<file path="config.mk">
export PLATFORM = sky130hd
export DESIGN_NAME = ups_power_path_supervisor
export DESIGN_NICKNAME = d
export VERILOG_FILES = /design/src/upps_pkg.sv /design/src/ups_power_path_supervisor.sv
export SDC_FILE = /design/constraint.sdc
export NUM_CORES = 1
export LEC_CHECK = 0
export ABC_AREA = 1
export BUFFER_PORTS_ARGS = -buffer_cell sky130_fd_sc_hd__buf_2
export CORE_MARGIN = 2
export CORE_UTILIZATION = 45
export DETAILED_ROUTE_END_ITERATION = 16
export GPL_TIMING_DRIVEN = 0
export HOLD_SLACK_MARGIN = 0.02
export PLACE_DENSITY = 0.61
export SYNTH_ARGS = -nofsm -noshare
export SYNTH_HDL_FRONTEND = slang
export SYNTH_SLANG_ARGS = --single-unit
</file>
<file path="constraint.sdc">
create_clock -name aclk -period 4.19 [get_ports aclk]
set_input_delay 0.6285 -clock aclk [delete_from_list [all_inputs] [get_ports aclk]]
set_output_delay 0.6285 -clock aclk [all_outputs]
set_load 0.02 [all_outputs]
</file>
<file path="src/upps_pkg.sv">
// Shared types and constants for the UPS power path supervisor.
`timescale 1ns / 1ps

package upps_pkg;

    // Sequencer states
    typedef enum logic [2:0] {
        ST_IDLE,
        ST_MUL_A,
        ST_MUL_B,
        ST_DIV_CHK,
        ST_DIV,
        ST_DONE
    } state_t;

    // Converter channel tags
    typedef enum logic [2:0] {
        CH_REF       = 3'd0,
        CH_BATTERY   = 3'd1,
        CH_RAIL      = 3'd2,
        CH_AUX1      = 3'd3,
        CH_AUX2      = 3'd4,
        CH_FIVE_VOLT = 3'd5,
        CH_AUX_OUT   = 3'd6,
        CH_CURRENT   = 3'd7
    } chan_t;

    // Source codes for rail and power selection
    typedef enum logic [1:0] {
        SRC_NONE = 2'd0,
        SRC_BATT = 2'd1,
        SRC_AUX1 = 2'd2,
        SRC_AUX2 = 2'd3
    } src_t;

    // Configuration register file
    localparam int unsigned NUM_CFG   = 8;
    localparam int unsigned CFG_IDX_W = 3;
    localparam int unsigned WORD_W    = 16;

    localparam logic [CFG_IDX_W-1:0] CFG_LOW_CUT = 3'd6;
    localparam logic [CFG_IDX_W-1:0] CFG_RECOVER = 3'd7;

    localparam logic [WORD_W-1:0] CFG_RESET [NUM_CFG] = '{
        16'd1000, 16'd1000, 16'd1000, 16'd1000,
        16'd1000, 16'd1000, 16'd6000, 16'd6500
    };

    // Scaling constants
    localparam int unsigned T_W      = 12;
    localparam int unsigned CUR_K_W  = 24;
    localparam int unsigned DIV_K_W  = 10;
    localparam int unsigned MUL_W    = 16;
    localparam int unsigned CNT_W    = 4;

    localparam logic [T_W-1:0]     VREF_MV     = 12'd3300;
    localparam logic [10:0]        BANDGAP_MV  = 11'd1100;
    // 3300 mV reference times the 3333 current gain
    localparam logic [CUR_K_W-1:0] CUR_K       = 24'd10998900;
    localparam logic [DIV_K_W-1:0] DIV_K       = 10'd1000;
    localparam logic [WORD_W:0]    CHG_MARGIN  = 17'd1000;
    localparam logic [WORD_W-1:0]  MAX_VAL     = 16'hFFFF;
    localparam logic [CNT_W-1:0]   WORD_STEPS  = 4'd15;

endpackage

</file>
<file path="src/ups_power_path_supervisor.sv">
// Top level of the UPS power path supervisor: sample scaling and status update.
`timescale 1ns / 1ps
// The reference channel goes straight to the divide check, the current channel passes one
// multiply phase and other voltages two; a result that saturates skips the divider.
// Phases run on a bit-serial shift-add multiplier (one multiplier bit per cycle) and a 16-step
// restoring divider (one quotient bit per cycle).
// One item is in work at a time; a new one is taken only after the result is registered.
// Synchronous active-low reset restores the register defaults and clears the kept readings, status and output valid.

module ups_power_path_supervisor
    import upps_pkg::*;
#(
    parameter int unsigned SAMPLE_BITS = 10
) (
    input  logic                   aclk,
    input  logic                   aresetn,
    // configuration write port
    input  logic                   cfg_we,
    input  logic [CFG_IDX_W-1:0]   cfg_index,
    input  logic [WORD_W-1:0]      cfg_data,
    // sample input
    input  logic                   s_valid,
    output logic                   s_ready,
    input  logic [2:0]             s_channel,
    input  logic [SAMPLE_BITS-1:0] s_sample,
    // result output
    output logic                   m_valid,
    input  logic                   m_ready,
    output logic [2:0]             m_channel_echo,
    output logic [WORD_W-1:0]      m_value,
    output logic                   m_saturated,
    output logic                   m_battery_good,
    output logic                   m_charge_on,
    output logic                   m_battery_on,
    output logic [1:0]             m_rail_source,
    output logic [1:0]             m_power_source
);

    localparam int unsigned ACC_W = CUR_K_W + SAMPLE_BITS;
    localparam int unsigned HI_W  = ACC_W - WORD_W;
    localparam int unsigned DIV_W = (SAMPLE_BITS > DIV_K_W) ? SAMPLE_BITS : DIV_K_W;

    // Sequencer and datapath registers
    state_t                   state_reg, state_next;
    chan_t                    ch_reg, ch_next;
    logic [SAMPLE_BITS-1:0]   smp_reg, smp_next;
    logic [ACC_W-1:0]         acc_reg, acc_next;
    logic [MUL_W-1:0]         mul_reg, mul_next;
    logic [T_W-1:0]           t_reg, t_next;
    logic [DIV_W-1:0]         rem_reg, rem_next;
    logic [WORD_W-1:0]        qn_reg, qn_next;
    logic [CNT_W-1:0]         cnt_reg, cnt_next;
    logic                     sat_reg, sat_next;

    // Configuration and kept readings
    logic [WORD_W-1:0]        cfg_reg [NUM_CFG];
    logic [WORD_W-1:0]        battery_mv_reg, battery_mv_next;
    logic [WORD_W-1:0]        rail_mv_reg, rail_mv_next;
    logic [WORD_W-1:0]        aux1_mv_reg, aux1_mv_next;
    logic [WORD_W-1:0]        aux2_mv_reg, aux2_mv_next;

    // Status
    logic                     good_reg, good_next;
    logic                     charging_reg, charging_next;
    logic                     batt_en_reg, batt_en_next;
    src_t                     rail_from_reg, rail_from_next;
    src_t                     powered_reg, powered_next;

    // Output register
    logic                     m_valid_reg, m_valid_next;
    logic [2:0]               m_ch_reg, m_ch_next;
    logic [WORD_W-1:0]        m_value_reg, m_value_next;
    logic                     m_sat_reg, m_sat_next;
    logic                     m_good_reg, m_good_next;
    logic                     m_chg_reg, m_chg_next;
    logic                     m_batt_reg, m_batt_next;
    src_t                     m_rail_reg, m_rail_next;
    src_t                     m_pow_reg, m_pow_next;

    // Datapath nets
    logic [DIV_W-1:0]         divisor;
    logic [WORD_W-1:0]        factor;
    logic [ACC_W-1:0]         addend;
    logic [ACC_W-1:0]         mul_sum;
    logic [ACC_W-1:0]         mul_scaled;
    logic [HI_W-1:0]          acc_hi;
    logic                     hi_big;
    logic [DIV_W:0]           div_trial;
    logic                     div_ge;
    logic [DIV_W:0]           div_diff;
    logic [WORD_W-1:0]        result;
    logic                     out_free;

    // Status update nets
    logic                     good_upd;
    logic                     rail_gt_chg;
    logic                     ext1;
    logic                     en1;
    src_t                     rail1;
    logic                     chg2;
    logic                     en2;
    src_t                     rail_upd;
    src_t                     pow_upd;

    // Select divisor, factor and multiplier addend
    assign divisor  = (ch_reg == CH_REF) ? DIV_W'(smp_reg) : DIV_W'(DIV_K);
    assign factor   = cfg_reg[CFG_IDX_W'(ch_reg) - CFG_IDX_W'(1)];
    assign addend   = (state_reg == ST_MUL_A)
                    ? ((ch_reg == CH_CURRENT) ? ACC_W'(CUR_K) : ACC_W'(VREF_MV))
                    : ACC_W'(t_reg);

    // One multiplier bit per cycle, MSB first
    assign mul_sum    = {acc_reg[ACC_W-2:0], 1'b0} + (mul_reg[MUL_W-1] ? addend : '0);
    assign mul_scaled = mul_sum >> SAMPLE_BITS;

    // Quotient fits 16 bits only when the upper part is below the divisor
    assign acc_hi = acc_reg[ACC_W-1:WORD_W];
    assign hi_big = acc_hi >= HI_W'(divisor);

    // One restoring division step
    assign div_trial = {rem_reg, qn_reg[WORD_W-1]};
    assign div_ge    = div_trial >= (DIV_W+1)'(divisor);
    assign div_diff  = div_trial - (DIV_W+1)'(divisor);

    assign result   = sat_reg ? MAX_VAL : qn_reg;
    assign out_free = !m_valid_reg || m_ready;

    // Battery hysteresis, charge choice, rail and power source selection
    always_comb begin
        good_upd    = good_reg ? !(battery_mv_reg < cfg_reg[CFG_LOW_CUT])
                               : (battery_mv_reg > cfg_reg[CFG_RECOVER]);
        rail_gt_chg = {1'b0, rail_mv_reg} > ({1'b0, battery_mv_reg} + CHG_MARGIN);
        ext1        = (rail_from_reg == SRC_AUX1) || (rail_from_reg == SRC_AUX2);
        en1         = !(ext1 && rail_gt_chg) && good_upd;
        if (en1 && (aux2_mv_reg < rail_mv_reg)) begin
            rail1 = SRC_BATT;
        end else if (aux2_mv_reg > aux1_mv_reg) begin
            rail1 = SRC_AUX2;
        end else begin
            rail1 = SRC_AUX1;
        end
        chg2 = (rail1 != SRC_BATT) && rail_gt_chg;
        en2  = !chg2 && good_upd;
        if (rail_mv_reg > battery_mv_reg) begin
            rail_upd = rail1;
            pow_upd  = rail1;
        end else begin
            rail_upd = SRC_BATT;
            pow_upd  = powered_reg;
        end
    end

    // Next state and datapath
    always_comb begin
        state_next      = state_reg;
        ch_next         = ch_reg;
        smp_next        = smp_reg;
        acc_next        = acc_reg;
        mul_next        = mul_reg;
        t_next          = t_reg;
        rem_next        = rem_reg;
        qn_next         = qn_reg;
        cnt_next        = cnt_reg;
        sat_next        = sat_reg;
        battery_mv_next = battery_mv_reg;
        rail_mv_next    = rail_mv_reg;
        aux1_mv_next    = aux1_mv_reg;
        aux2_mv_next    = aux2_mv_reg;
        good_next       = good_reg;
        charging_next   = charging_reg;
        batt_en_next    = batt_en_reg;
        rail_from_next  = rail_from_reg;
        powered_next    = powered_reg;
        m_valid_next    = m_valid_reg && !m_ready;
        m_ch_next       = m_ch_reg;
        m_value_next    = m_value_reg;
        m_sat_next      = m_sat_reg;
        m_good_next     = m_good_reg;
        m_chg_next      = m_chg_reg;
        m_batt_next     = m_batt_reg;
        m_rail_next     = m_rail_reg;
        m_pow_next      = m_pow_reg;
        s_ready         = 1'b0;

        case (state_reg)
            // Take an item and load the first phase
            ST_IDLE: begin
                s_ready = 1'b1;
                if (s_valid) begin
                    ch_next  = chan_t'(s_channel);
                    smp_next = s_sample;
                    if (chan_t'(s_channel) == CH_REF) begin
                        acc_next   = ACC_W'(BANDGAP_MV) << SAMPLE_BITS;
                        state_next = ST_DIV_CHK;
                    end else begin
                        acc_next   = '0;
                        mul_next   = MUL_W'(s_sample) << (MUL_W - SAMPLE_BITS);
                        cnt_next   = CNT_W'(SAMPLE_BITS - 1);
                        state_next = ST_MUL_A;
                    end
                end
            end

            // Multiply the sample by the channel constant, then drop full scale
            ST_MUL_A: begin
                acc_next = mul_sum;
                mul_next = mul_reg << 1;
                cnt_next = cnt_reg - CNT_W'(1);
                if (cnt_reg == '0) begin
                    if (ch_reg == CH_CURRENT) begin
                        acc_next   = mul_scaled;
                        state_next = ST_DIV_CHK;
                    end else begin
                        t_next     = T_W'(mul_scaled);
                        acc_next   = '0;
                        mul_next   = factor;
                        cnt_next   = WORD_STEPS;
                        state_next = ST_MUL_B;
                    end
                end
            end

            // Multiply the millivolt reading by the divider factor
            ST_MUL_B: begin
                acc_next = mul_sum;
                mul_next = mul_reg << 1;
                cnt_next = cnt_reg - CNT_W'(1);
                if (cnt_reg == '0) begin
                    state_next = ST_DIV_CHK;
                end
            end

            // Flag overflow or zero divisor, else seed the divider
            ST_DIV_CHK: begin
                if (hi_big) begin
                    sat_next   = 1'b1;
                    state_next = ST_DONE;
                end else begin
                    sat_next   = 1'b0;
                    rem_next   = DIV_W'(acc_hi);
                    qn_next    = acc_reg[WORD_W-1:0];
                    cnt_next   = WORD_STEPS;
                    state_next = ST_DIV;
                end
            end

            // Develop one quotient bit per cycle
            ST_DIV: begin
                rem_next = div_ge ? DIV_W'(div_diff) : DIV_W'(div_trial);
                qn_next  = {qn_reg[WORD_W-2:0], div_ge};
                cnt_next = cnt_reg - CNT_W'(1);
                if (cnt_reg == '0) begin
                    state_next = ST_DONE;
                end
            end

            // Store the reading, update status and hand the item out
            ST_DONE: begin
                if (out_free) begin
                    case (ch_reg)
                        CH_BATTERY: battery_mv_next = result;
                        CH_RAIL:    rail_mv_next    = result;
                        CH_AUX1:    aux1_mv_next    = result;
                        CH_AUX2:    aux2_mv_next    = result;
                        default: ;
                    endcase
                    m_good_next = good_reg;
                    m_chg_next  = charging_reg;
                    m_batt_next = batt_en_reg;
                    m_rail_next = rail_from_reg;
                    m_pow_next  = powered_reg;
                    if (ch_reg == CH_CURRENT) begin
                        good_next      = good_upd;
                        charging_next  = chg2;
                        batt_en_next   = en2;
                        rail_from_next = rail_upd;
                        powered_next   = pow_upd;
                        m_good_next    = good_upd;
                        m_chg_next     = chg2;
                        m_batt_next    = en2;
                        m_rail_next    = rail_upd;
                        m_pow_next     = pow_upd;
                    end
                    m_valid_next = 1'b1;
                    m_ch_next    = ch_reg;
                    m_value_next = result;
                    m_sat_next   = sat_reg;
                    state_next   = ST_IDLE;
                end
            end

            default: begin
                state_next = ST_IDLE;
            end
        endcase
    end

    // State register and control
    always_ff @(posedge aclk) begin
        if (!aresetn) begin
            state_reg      <= ST_IDLE;
            battery_mv_reg <= '0;
            rail_mv_reg    <= '0;
            aux1_mv_reg    <= '0;
            aux2_mv_reg    <= '0;
            good_reg       <= 1'b0;
            charging_reg   <= 1'b0;
            batt_en_reg    <= 1'b0;
            rail_from_reg  <= SRC_NONE;
            powered_reg    <= SRC_NONE;
            m_valid_reg    <= 1'b0;
        end else begin
            state_reg      <= state_next;
            battery_mv_reg <= battery_mv_next;
            rail_mv_reg    <= rail_mv_next;
            aux1_mv_reg    <= aux1_mv_next;
            aux2_mv_reg    <= aux2_mv_next;
            good_reg       <= good_next;
            charging_reg   <= charging_next;
            batt_en_reg    <= batt_en_next;
            rail_from_reg  <= rail_from_next;
            powered_reg    <= powered_next;
            m_valid_reg    <= m_valid_next;
        end
    end

    // Payload registers
    always_ff @(posedge aclk) begin
        ch_reg      <= ch_next;
        smp_reg     <= smp_next;
        acc_reg     <= acc_next;
        mul_reg     <= mul_next;
        t_reg       <= t_next;
        rem_reg     <= rem_next;
        qn_reg      <= qn_next;
        cnt_reg     <= cnt_next;
        sat_reg     <= sat_next;
        m_ch_reg    <= m_ch_next;
        m_value_reg <= m_value_next;
        m_sat_reg   <= m_sat_next;
        m_good_reg  <= m_good_next;
        m_chg_reg   <= m_chg_next;
        m_batt_reg  <= m_batt_next;
        m_rail_reg  <= m_rail_next;
        m_pow_reg   <= m_pow_next;
    end

    // Configuration writes
    always_ff @(posedge aclk) begin
        if (!aresetn) begin
            for (int i = 0; i < NUM_CFG; i++) begin
                cfg_reg[i] <= CFG_RESET[i];
            end
        end else if (cfg_we) begin
            cfg_reg[cfg_index] <= cfg_data;
        end
    end

    assign m_valid        = m_valid_reg;
    assign m_channel_echo = m_ch_reg;
    assign m_value        = m_value_reg;
    assign m_saturated    = m_sat_reg;
    assign m_battery_good = m_good_reg;
    assign m_charge_on    = m_chg_reg;
    assign m_battery_on   = m_batt_reg;
    assign m_rail_source  = m_rail_reg;
    assign m_power_source = m_pow_reg;

endmodule
</file>
==> flow_summary.yaml <==
power_and_ir_drop:
  ir_drop_v: 0.000360
  leakage_uw: 0.00874
  power_density_nw_per_um2: 577
cts:
  cts_max_level: 2
  root_buffer: "clkbuf_16"
  cts_tree: "built"
  cts_buffers: 38
  clkLatencyLatePin_ns: 0.56
  clockBufferDepth: 3
  clk_pin_slew_ns: 0.06
  cts_sinks: 336
sta:
  fin_setup_tns_ns: 0
  clock-skew-final_ns: 0.0169
  period_share_pct: 93.6
  max_slew.worst_pin.slew_ns: 1.19
  slew_violations: 0
  max_freq_mhz: 255
  min_period_ns: 3.92
  rsz0062_at_grt: "false"
  slew_headroom_pct: 20.1
  finalSetupViolCount: 0
  hold_violations: 0
logic_synthesis:
  synth_cells: 2099
  ys_types: 57
  synthesis.area_um2: 18700
  async_reset_ff_share_pct: 0
  synthesis.nets: 2275
  synth_seq_area_share_pct: 49.8
  ys.warnings.count: 0
  synth-main-ff-cell: "edfxtp_1"
  synth_edf_count: 261
  ys_seq_elements: 336
  syn_area_per_cell_um2: 8.93
finish:
  final_util_pct: 51.3
  final_net_count: 2382
  layout_commonest_cell: "nand2_1"
  layout-drive-gt1-share_pct: 9.76
  stdcell_area_um2: 21000
  final_cell_mix: "nand2_1 (349), edfxtp_1 (261), inv_1 (255)"
  syn_to_final_growth_pct: 12.3
  antenna_cells: 0
  largest_register_ffs: 128
routing:
  num_vias: 15400
  wl_per_cell_um: 20.0
  routed_wl_um: 55200
  drcViolationCount: 0
  first_pass_iters: 6
  drt_iter0_markers: 1474
  ant_nets: 0
  via_per_inst: 5.55
floorplan:
  die_width_um: 208
  num_rows: 74
  dieHeight_um: 208
  start_util_pct: 45.7
  ioPinCount: 66
  core_area_um2: 41000
  fp.dieArea_um2: 43300
setup_path:
  crit_path_start_kind: "register"
  criticalPathCategory: "register to register"
  crit_chain: "inv_1 -> buf_6 -> ha_1 -> inv_1 -> nor2_4 -> clkinvlp_4 -> buf_4 -> nor2_4 -> ha_1 -> a21oi_1 -> o21ai_0 -> a21oi_1 -> nand4_1 -> nand2_1 -> inv_1 -> nor2_4 -> buf_8"
  critical_path_peak_fanout: 21
  slowest_delay_ns: 0.59
  crit_buf_inv: 7
  path_delay_family: "buffers and inverters"
  worstPathArrival_ns: 4.17
  critPathRequiredTime_ns: 4.44
  critPathCaptureType: "register"
  critPathSlowestCell: "edfxtp_1"
placed_design:
  place_hpwl_um: 41900
  globalplace.congestion: 0.953
  postPlaceCellArea_um2: 19800
  io_buffers: 65
status:
  status: "finished clean"
global_route:
  antenna_found_initial: 0
  grt_pass1_vias: 14700
  grtUsageTotal_pct: 25.5
  grt_max_degree: 37
  grt_pass1_wl_um: 84900
  grt_overflow_total: 0
hold_path:
  worstHoldPathType: "input pin to register"
run:
  drv_cap: 0
[kinds of logic after synthesis]
logic type               Yosys count  synth area share (%)
adder cells (fa/ha/maj)          139                  9.36
AND/OR/NAND/NOR                  730                  16.3
AO/OA/AOI/OAI                    507                  15.4
buffers and inverters            345                  7.07
XOR/XNOR                          42                  2.04
flip-flops                       336                  49.8
[layer usage]
layer / global-route usage [%] / part of all wire (%)
met3: 2.94 / 6.6
met4: 9.33 / 3.4
met5: 0 / 0
met1: 35.4 / 44
met2: 41.3 / 46
[what timing repair did]
item,CTS,global route
setup endpoints to repair,42,53
gates resized for setup,6,12
pin swaps,0,1
buffers inserted,0,3
hold buffers,0,0
[stage by stage]
step,std cells,power [µW],hold WS [ns],worst slack [ns]
detailed placement,2697,8810,0.454,-0.860
global placement,2696,8730,0.448,-1.90
CTS,2764,12100,0.263,0.0820
finish,2766,12100,0.286,0.270
global route,2766,12800,0.277,0.000831
floorplan,2099,7440,0.421,0.000706
[area by class of cell]
cell class | instances | area, µm²
buffer | 69 | 297
tap | 532 | 666
clock buffer | 50 | 1050
sequential | 336 | 9340
inverter | 274 | 1030
clock inverter | 18 | 159
multi-input combinational | 1418 | 8140
timing repair buffer | 69 | 363
fill | 3859 | 20000
[final timing paths]
kind	start	end	slack (ns)	cells after the start
min	s_sample[5]	smp_reg[5]	0.29	1
min reg2reg	aux1_mv_reg[1]	aux1_mv_reg[1]	0.46	2
max	ch_reg[0]	qn_reg[3]	0.27	17
max reg2reg	ch_reg[0]	qn_reg[3]	0.27	17
[power breakdown]
group	total (µW)	leakage (µW)	switching, µW	internal [µW]
sequential	4780	0.00312	356	4420
combinational	4060	0.00502	2880	1180
clock	3300	0.000597	1400	1890
total	12100	0.00874	4640	7500
[Yosys cell counts, types with 14 or more instances]
| library cell | number | area (µm²) |
|---|---|---|
| nand2_1 | 349 | 1310 |
| edfxtp_1 | 261 | 7840 |
| inv_1 | 257 | 965 |
| nor2_1 | 241 | 905 |
| o21ai_0 | 221 | 1110 |
| a21oi_1 | 160 | 801 |
| ha_1 | 137 | 1710 |
| dfxtp_1 | 75 | 1500 |
| nand3_1 | 67 | 335 |
| clkbuf_1 | 52 | 195 |
| xor2_1 | 32 | 280 |
| o211ai_1 | 26 | 195 |
| nand4_1 | 22 | 138 |
| a31oi_1 | 18 | 113 |
| nor3_1 | 16 | 80.1 |
| buf_2 | 15 | 75.1 |
| inv_2 | 15 | 56.3 |
| o21ai_1 | 15 | 75.1 |
| o21a_1 | 14 | 105 |
| o221ai_1 | 14 | 123 |
No activity file was read; power rests on OpenSTA's default activity.
